==> src/dcr_pkg.sv <==
`timescale 1ns / 1ps
`default_nettype none

package dcr_pkg;

  localparam int TIME_W       = 17;
  localparam int COLOR_W      = 8;
  localparam int SKY_KEYS_N   = 13;
  localparam int LIGHT_KEYS_N = 11;
  localparam int KEY_IDX_W    = 4;
  localparam int NUM_W        = TIME_W + COLOR_W;
  localparam int QUOT_W       = COLOR_W;
  localparam int QUOT_CNT_W   = $clog2(QUOT_W);
  localparam int CH_W         = 2;

  typedef logic [TIME_W-1:0]    time_t;
  typedef logic [COLOR_W-1:0]   color_t;
  typedef logic [KEY_IDX_W-1:0] key_idx_t;
  typedef logic [CH_W-1:0]      ch_t;

  localparam time_t DAY_TIME_RESET   = 17'd4500;
  localparam time_t DAY_LENGTH_RESET = 17'd72000;

  localparam ch_t CH_RED   = 2'd0;
  localparam ch_t CH_GREEN = 2'd1;
  localparam ch_t CH_BLUE  = 2'd2;
  localparam ch_t CH_LIGHT = 2'd3;

  typedef struct packed {
    logic     hit;
    key_idx_t idx;
  } seg_t;

  typedef struct packed {
    logic             start;
    logic [NUM_W-1:0] num;
    time_t            span;
  } div_req_t;

  typedef struct packed {
    logic              done;
    logic [QUOT_W-1:0] quot;
  } div_rsp_t;

  localparam time_t SKY_TIME [SKY_KEYS_N] = '{
    17'd0, 17'd3000, 17'd4000, 17'd4500, 17'd5500, 17'd7200, 17'd18000,
    17'd49500, 17'd54000, 17'd56000, 17'd57600, 17'd60000, 17'd72000
  };

  localparam color_t SKY_RED [SKY_KEYS_N] = '{
    8'd10, 8'd8, 8'd30, 8'd90, 8'd135, 8'd135, 8'd135,
    8'd135, 8'd255, 8'd120, 8'd20, 8'd10, 8'd10
  };

  localparam color_t SKY_GREEN [SKY_KEYS_N] = '{
    8'd10, 8'd8, 8'd15, 8'd40, 8'd100, 8'd206, 8'd206,
    8'd206, 8'd140, 8'd60, 8'd20, 8'd10, 8'd10
  };

  localparam color_t SKY_BLUE [SKY_KEYS_N] = '{
    8'd30, 8'd25, 8'd40, 8'd20, 8'd180, 8'd235, 8'd235,
    8'd235, 8'd50, 8'd80, 8'd50, 8'd30, 8'd30
  };

  localparam time_t LIGHT_TIME [LIGHT_KEYS_N] = '{
    17'd0, 17'd3600, 17'd4500, 17'd6000, 17'd7200, 17'd49500,
    17'd54000, 17'd56000, 17'd57600, 17'd60000, 17'd72000
  };

  localparam color_t LIGHT_LVL [LIGHT_KEYS_N] = '{
    8'd30, 8'd20, 8'd60, 8'd180, 8'd255, 8'd255,
    8'd200, 8'd80, 8'd35, 8'd30, 8'd30
  };

endpackage

`default_nettype wire

==> src/day_cycle_keyframe_color_ramp.sv <==
`timescale 1ns / 1ps
`default_nettype none

// Time-of-day color ramp. Each accepted request optionally advances the day
// counter by one tick (wrapping to zero at cfg_day_length), then returns the
// time together with the sky color and light level interpolated between
// keyframes, with each value rounded down. After the request is accepted, the
// segment search result is registered, then the four channels are worked one
// after another through a single multiplier stage and one shared 8-step
// restoring divider, and the result is registered once out_stall lets it go.
// A new request is taken as soon as the previous result is registered, even
// while that result still waits on out_stall. The configuration port is
// always ready.

module day_cycle_keyframe_color_ramp (
  input  logic                    clk,
  input  logic                    rst_n,
  input  logic                    in_valid,
  output logic                    in_stall,
  input  logic                    in_advance,
  output logic                    out_valid,
  input  logic                    out_stall,
  output dcr_pkg::time_t          out_time_now,
  output dcr_pkg::color_t         out_sky_red,
  output dcr_pkg::color_t         out_sky_green,
  output dcr_pkg::color_t         out_sky_blue,
  output dcr_pkg::color_t         out_light_level,
  input  logic                    cfg_valid,
  output logic                    cfg_ready,
  input  dcr_pkg::time_t          cfg_day_length
);
  import dcr_pkg::*;

  localparam logic [2:0] ST_IDLE   = 3'd0;
  localparam logic [2:0] ST_SEARCH = 3'd1;
  localparam logic [2:0] ST_MUL    = 3'd2;
  localparam logic [2:0] ST_LOAD   = 3'd3;
  localparam logic [2:0] ST_DIV    = 3'd4;
  localparam logic [2:0] ST_DONE   = 3'd5;

  logic [2:0]       state_r, state_nxt;
  logic             out_valid_r, out_valid_nxt;
  time_t            time_r, time_nxt;
  time_t            length_r;
  ch_t              ch_r;
  seg_t             seg_sky_r, seg_lt_r;
  seg_t             seg_sky, seg_lt;
  color_t           a_r;
  logic             fall_r;
  time_t            span_r;
  logic [NUM_W-1:0] prod_r;
  color_t           res_r [4];
  time_t            out_time_r;
  color_t           out_red_r, out_green_r, out_blue_r, out_light_r;

  logic             in_accept;
  logic             out_free;
  logic [TIME_W:0]  time_inc;
  key_idx_t         sky_nx, lt_nx;
  color_t           a_sel, b_sel, diff_sel;
  time_t            klo, khi, span_sel, dt_sel;
  logic             hit_sel, fall_sel;
  color_t           res_val;
  div_req_t         div_req;
  div_rsp_t         div_rsp;

  dcr_seg_find u_seg (
    .day_time  (time_r),
    .sky_seg   (seg_sky),
    .light_seg (seg_lt)
  );

  dcr_div u_div (
    .clk   (clk),
    .rst_n (rst_n),
    .req   (div_req),
    .rsp   (div_rsp)
  );

  assign in_stall  = (state_r != ST_IDLE);
  assign in_accept = in_valid && !in_stall;
  assign out_free  = !out_valid_r || !out_stall;
  assign cfg_ready = 1'b1;

  assign time_inc = {1'b0, time_r} + {{TIME_W{1'b0}}, 1'b1};

  always_comb begin
    time_nxt = time_r;
    if (in_accept && in_advance) begin
      time_nxt = (time_inc[TIME_W-1:0] >= length_r) ? '0 : time_inc[TIME_W-1:0];
    end
  end

  assign sky_nx = seg_sky_r.idx + 1'b1;
  assign lt_nx  = seg_lt_r.idx + 1'b1;

  always_comb begin
    klo     = SKY_TIME[seg_sky_r.idx];
    khi     = SKY_TIME[sky_nx];
    hit_sel = seg_sky_r.hit;
    case (ch_r)
      CH_RED: begin
        a_sel = SKY_RED[seg_sky_r.idx];
        b_sel = SKY_RED[sky_nx];
      end
      CH_GREEN: begin
        a_sel = SKY_GREEN[seg_sky_r.idx];
        b_sel = SKY_GREEN[sky_nx];
      end
      CH_BLUE: begin
        a_sel = SKY_BLUE[seg_sky_r.idx];
        b_sel = SKY_BLUE[sky_nx];
      end
      default: begin
        a_sel   = LIGHT_LVL[seg_lt_r.idx];
        b_sel   = LIGHT_LVL[lt_nx];
        klo     = LIGHT_TIME[seg_lt_r.idx];
        khi     = LIGHT_TIME[lt_nx];
        hit_sel = seg_lt_r.hit;
      end
    endcase
    fall_sel = a_sel > b_sel;
    diff_sel = fall_sel ? a_sel - b_sel : b_sel - a_sel;
    dt_sel   = time_r - klo;
    span_sel = khi - klo;
    if (!hit_sel) begin
      diff_sel = '0;
      span_sel = time_t'(1);
    end
  end

  always_comb begin
    div_req.start = (state_r == ST_LOAD);
    div_req.num   = prod_r + (fall_r ? NUM_W'(span_r - time_t'(1)) : '0);
    div_req.span  = span_r;
  end

  assign res_val = fall_r ? a_r - div_rsp.quot : a_r + div_rsp.quot;

  always_comb begin
    state_nxt     = state_r;
    out_valid_nxt = out_valid_r && out_stall;
    case (state_r)
      ST_IDLE: begin
        if (in_accept) begin
          state_nxt = ST_SEARCH;
        end
      end
      ST_SEARCH: state_nxt = ST_MUL;
      ST_MUL:    state_nxt = ST_LOAD;
      ST_LOAD:   state_nxt = ST_DIV;
      ST_DIV: begin
        if (div_rsp.done) begin
          state_nxt = (ch_r == CH_LIGHT) ? ST_DONE : ST_MUL;
        end
      end
      ST_DONE: begin
        if (out_free) begin
          out_valid_nxt = 1'b1;
          state_nxt     = ST_IDLE;
        end
      end
      default: state_nxt = ST_IDLE;
    endcase
  end

  always_ff @(posedge clk) begin
    if (!rst_n) begin
      state_r     <= ST_IDLE;
      out_valid_r <= 1'b0;
      time_r      <= DAY_TIME_RESET;
      length_r    <= DAY_LENGTH_RESET;
      ch_r        <= CH_RED;
    end else begin
      state_r     <= state_nxt;
      out_valid_r <= out_valid_nxt;
      time_r      <= time_nxt;
      if (cfg_valid && cfg_ready) begin
        length_r <= cfg_day_length;
      end
      if (state_r == ST_SEARCH) begin
        ch_r <= CH_RED;
      end else if (state_r == ST_DIV && div_rsp.done) begin
        ch_r <= ch_r + 1'b1;
      end
    end
  end

  always_ff @(posedge clk) begin
    if (state_r == ST_SEARCH) begin
      seg_sky_r <= seg_sky;
      seg_lt_r  <= seg_lt;
    end
    if (state_r == ST_MUL) begin
      a_r    <= a_sel;
      fall_r <= fall_sel;
      span_r <= span_sel;
      prod_r <= NUM_W'(diff_sel) * NUM_W'(dt_sel);
    end
    if (state_r == ST_DIV && div_rsp.done) begin
      res_r[ch_r] <= res_val;
    end
    if (state_r == ST_DONE && out_free) begin
      out_time_r  <= time_r;
      out_red_r   <= res_r[CH_RED];
      out_green_r <= res_r[CH_GREEN];
      out_blue_r  <= res_r[CH_BLUE];
      out_light_r <= res_r[CH_LIGHT];
    end
  end

  assign out_valid       = out_valid_r;
  assign out_time_now    = out_time_r;
  assign out_sky_red     = out_red_r;
  assign out_sky_green   = out_green_r;
  assign out_sky_blue    = out_blue_r;
  assign out_light_level = out_light_r;

endmodule

`default_nettype wire

==> src/dcr_seg_find.sv <==
`timescale 1ns / 1ps
`default_nettype none

module dcr_seg_find (
  input  dcr_pkg::time_t day_time,
  output dcr_pkg::seg_t  sky_seg,
  output dcr_pkg::seg_t  light_seg
);
  import dcr_pkg::*;

  always_comb begin
    sky_seg = '0;
    for (int i = 0; i < SKY_KEYS_N - 1; i++) begin
      if (day_time >= SKY_TIME[i] && day_time < SKY_TIME[i+1]) begin
        sky_seg.hit = 1'b1;
        sky_seg.idx = key_idx_t'(i);
      end
    end
  end

  always_comb begin
    light_seg = '0;
    for (int i = 0; i < LIGHT_KEYS_N - 1; i++) begin
      if (day_time >= LIGHT_TIME[i] && day_time < LIGHT_TIME[i+1]) begin
        light_seg.hit = 1'b1;
        light_seg.idx = key_idx_t'(i);
      end
    end
  end

endmodule

`default_nettype wire

==> src/dcr_div.sv <==
`timescale 1ns / 1ps
`default_nettype none

module dcr_div (
  input  logic              clk,
  input  logic              rst_n,
  input  dcr_pkg::div_req_t req,
  output dcr_pkg::div_rsp_t rsp
);
  import dcr_pkg::*;

  // The quotient is known to stay below 2**QUOT_W, so only QUOT_W steps are run.
  logic                  busy_r;
  logic                  done_r;
  logic [QUOT_CNT_W-1:0] cnt_r;
  time_t                 rem_r;
  time_t                 span_r;
  logic [QUOT_W-1:0]     low_r;
  logic [QUOT_W-1:0]     quot_r;
  logic [TIME_W:0]       trial;
  logic [TIME_W:0]       diff;
  logic                  fits;

  assign trial = {rem_r, low_r[QUOT_W-1]};
  assign diff  = trial - {1'b0, span_r};
  assign fits  = trial >= {1'b0, span_r};

  always_ff @(posedge clk) begin
    if (!rst_n) begin
      busy_r <= 1'b0;
      done_r <= 1'b0;
      cnt_r  <= '0;
    end else begin
      done_r <= 1'b0;
      if (req.start) begin
        busy_r <= 1'b1;
        cnt_r  <= QUOT_CNT_W'(QUOT_W - 1);
      end else if (busy_r) begin
        cnt_r <= cnt_r - 1'b1;
        if (cnt_r == '0) begin
          busy_r <= 1'b0;
          done_r <= 1'b1;
        end
      end
    end
  end

  always_ff @(posedge clk) begin
    if (req.start) begin
      rem_r  <= req.num[NUM_W-1:QUOT_W];
      low_r  <= req.num[QUOT_W-1:0];
      span_r <= req.span;
      quot_r <= '0;
    end else if (busy_r) begin
      rem_r  <= fits ? diff[TIME_W-1:0] : trial[TIME_W-1:0];
      low_r  <= {low_r[QUOT_W-2:0], 1'b0};
      quot_r <= {quot_r[QUOT_W-2:0], fits};
    end
  end

  assign rsp.done = done_r;
  assign rsp.quot = quot_r;

endmodule

`default_nettype wire
==> config.mk <==
export PLATFORM = sky130hd
export DESIGN_NAME = day_cycle_keyframe_color_ramp
export DESIGN_NICKNAME = d
export VERILOG_FILES = /design/src/dcr_pkg.sv /design/src/day_cycle_keyframe_color_ramp.sv /design/src/dcr_seg_find.sv /design/src/dcr_div.sv
export SDC_FILE = /design/constraint.sdc
export NUM_CORES = 1
export LEC_CHECK = 0
export BUFFER_PORTS_ARGS = -buffer_cell sky130_fd_sc_hd__buf_2
export CAP_MARGIN = 20
export CORE_UTILIZATION = 64
export CTS_CLUSTER_SIZE = 12
export DETAILED_ROUTE_END_ITERATION = 16
export PLACE_DENSITY = 0.83
export SLEW_MARGIN = 20
export SYNTH_ARGS = -nofsm -noshare
export SYNTH_HDL_FRONTEND = slang
export SYNTH_SLANG_ARGS = --single-unit
==> constraint.sdc <==
create_clock -name clk -period 11.4 [get_ports clk]
set_input_delay 1.71 -clock clk [delete_from_list [all_inputs] [get_ports clk]]
set_output_delay 1.71 -clock clk [all_outputs]
set_load 0.02 [all_outputs]
==> impl_metrics.ini <==
[timing]
final_max_slew_viol_count = 0
worst_pin_slew_ns = 1.05
maxSlewHeadroom = 0.297
final-hold-violation-count = 0
setup_violations = 0
min_period_over_period = 0.904
fin_setup_tns_ns = 0
fmaxAchievable_mhz = 97.1
finalClockSkew_ns = 0.00868
final_period_minus_worst_setup_slack_ns = 10.30
unrepaired_setup_endpoints_after_global_routing = false

[drt]
num_vias = 16600
remaining_drc_errors = 0
ant_nets = 0
viasPerCell = 6.13
first_iter_violations = 1677
wl_um = 50200
routedWlPerCell_um = 18.6
drtPass1Iterations = 7

[clock_network]
ctsHtreeMaxLevel = 1
ctsRootBufferMaster = sky130_fd_sc_hd__clkbuf_16
clock_sinks = 235
insertion_delay_ns = 0.54
ctsHoldBuffers = 0
cts.repair.resized = 0
post-cts-setup-buffers = 0
cts-buffers-inserted = 26
cts.clk_slew.worst_paths_ns = 0.06
cts_tree = done
cts_buffer_depth = 3

[placement]
placement.io_buffers = 73
gp_congestion = 0.932
placed_wire_length_estimate_um = 37600

[worst_setup_path]
critPathKind = flip-flop to flip-flop
path_max_fanout = 18
slowest_stage = sky130_fd_sc_hd__mux2i_2
worst-r2r-setup-slack_ns = 1.10
setup.worst_path.start_class = flip-flop
cp_data_arrival_time_ns = 10.59
required_ns = 11.68
slowest_delay_ns = 0.80
crit_path_end_kind = flip-flop

[floorplanning]
floorplan.die.width_um = 181
start_util = 0.650
overall_die_area_um2 = 32700
core_um2 = 31500
number_of_core_rows = 65
pin_count = 75
die_height_um = 181

[logic_synthesis]
synth_ff_type = sky130_fd_sc_hd__edfxtp_1
ys_warn_count = 0
synth_enable_flop_cells = 182
synth_seq_cells = 235
synth-async-reset-ratio = 0
combined_area_of_all_synthesized_cells_um2 = 20400
post_synth.cell_area_avg_um2 = 9.04
synth.lib_cells_used.distinct = 91
synthCells = 2261
synth_nets = 2566
synth_seq_area_share = 0.319

[hold_path]
min_path_type = flip-flop to flip-flop

[global_routing]
number_of_antenna_violations_at_the_first_check_in_global_routing = 0
grt_overflow_total = 0
grt_pass1_vias = 16300
grt_use_total = 0.312
grt_start_max_net_pins = 51
global_route_wire_length_before_repair_um = 82500

[final_layout]
antenna_cells_inserted = 0
drive_above_1_share = 0.0779
area_delta_synth_final_pct = 7.12
finish.net_count = 2583

[flow_run]
cap_violations = 0

[outcome]
run_status = completed
[synthesized netlist by cell type, drive strengths merged (19+ instances only)]
master / count / area share
nor2: 251 / 0.046
inv: 240 / 0.044
ha: 186 / 0.11
edfxtp: 182 / 0.27
nand2: 166 / 0.030
o21ai: 151 / 0.038
a21oi: 139 / 0.034
fa: 96 / 0.094
clkbuf: 85 / 0.016
xnor2: 77 / 0.033
mux2i: 56 / 0.028
dfxtp: 53 / 0.052
xor2: 46 / 0.020
nand3: 40 / 0.0098
a21o: 39 / 0.014
nor2b: 38 / 0.012
nor3: 32 / 0.0084
nand2b: 29 / 0.0092
and2: 28 / 0.0086
or2: 28 / 0.0086
or3: 20 / 0.0061
a21boi: 19 / 0.0072
a31oi: 19 / 0.0058
o211ai: 19 / 0.0072
[logic make-up after synthesis]
kind of cell             count (synthesis)  synth area share
XOR/XNOR                               123            0.0531
AND/OR/NAND/NOR                        694             0.162
multiplexers                            62            0.0309
buffers and inverters                  344            0.0641
AO/OA/AOI/OAI                          520             0.162
adder cells (fa/ha/maj)                282             0.208
flip-flops                             235             0.319
other                                    1          0.000183
[worst max-delay path, delay by kind of cell, from the launching register on]
| family | cells | cell delay (ns) |
|---|---|---|
| DFF | 1 | 0.35 |
| xor gates and xnor gates | 1 | 0.10 |
| and+or+nand+nor | 4 | 0.59 |
| adders and majority gates | 8 | 3.84 |
| buffers and inverters | 4 | 0.68 |
| AOI/OAI and AO/OA | 15 | 2.97 |
| muxes | 3 | 1.49 |
[routing by layer]
layer  vias up  share of wire  track usage
li1       7863              -            -
met1      7841           0.42        0.412
met2       731           0.47        0.522
met3       128          0.076       0.0425
met4         0          0.036        0.119
met5         -              0            0
[per-stage QoR]
stage / cell area [um2] / util / hold WS [ns] / worst slack (ns) / cells
after floorplan: 20400 / - / 0.400 / 2.62 / 2261
after global placement: 21100 / 0.669 / 0.402 / 1.61 / 2652
after detailed placement: 21100 / 0.669 / 0.405 / 1.24 / 2652
after CTS: 21900 / 0.696 / 0.417 / 1.20 / 2700
after global routing: 21900 / 0.696 / 0.423 / 0.498 / 2700
final: 21900 / 0.696 / 0.416 / 1.10 / 2700
[cell usage in the layout, fill, tap and decap left out, types with 73 or more instances in the layout]
cell type                  count
sky130_fd_sc_hd__o21ai_0     144
sky130_fd_sc_hd__xnor2_1      76
sky130_fd_sc_hd__a21oi_1     136
sky130_fd_sc_hd__fa_1         96
sky130_fd_sc_hd__nor2_1      250
sky130_fd_sc_hd__inv_1       239
sky130_fd_sc_hd__ha_1        185
sky130_fd_sc_hd__edfxtp_1    182
sky130_fd_sc_hd__buf_2        73
sky130_fd_sc_hd__nand2_1     166
[flip-flops by register name, indices dropped and copies added (netlist names), 2 cells and up]
name,cells
u_div.span_r,16
prod_r,25
out_sky_red,8
a_r,8
u_div.cnt_r,3
ch_r,2
span_r,16
res_r,32
out_time_now,17
u_div.low_r,8
out_sky_blue,8
seg_lt_r,5
time_r,17
out_light_level,8
seg_sky_r,5
u_div.rem_r,17
state_r,3
length_r,17
out_sky_green,8
u_div.quot_r,8
[area by class of cell]
cell class | count | area, um2
clock buffer | 46 | 820
clock inverter | 2 | 25.0
fill | 2294 | 9570
inverter | 244 | 916
multi-input combinational | 1682 | 12600
sequential | 235 | 6530
tap | 402 | 503
timing repair buffer | 89 | 485
[path summary, 6_finish.rpt]
kind | cells past startpoint | to | start
setup reg to reg | 35 | prod_r[24]$_DFFE_PP_ | seg_sky_r[0]$_SDFFCE_PP1P_
hold / removal | 0 | out_sky_green[2]$_DFFE_PP_ | res_r[1][2]$_DFFE_PP_
setup / recovery | 35 | prod_r[24]$_DFFE_PP_ | seg_sky_r[0]$_SDFFCE_PP1P_
hold reg to reg | 0 | out_sky_green[2]$_DFFE_PP_ | res_r[1][2]$_DFFE_PP_
Power is left out: the tool's default activity adds up to more than one toggle a clock period on the data nets, which glitch-free logic cannot reach.
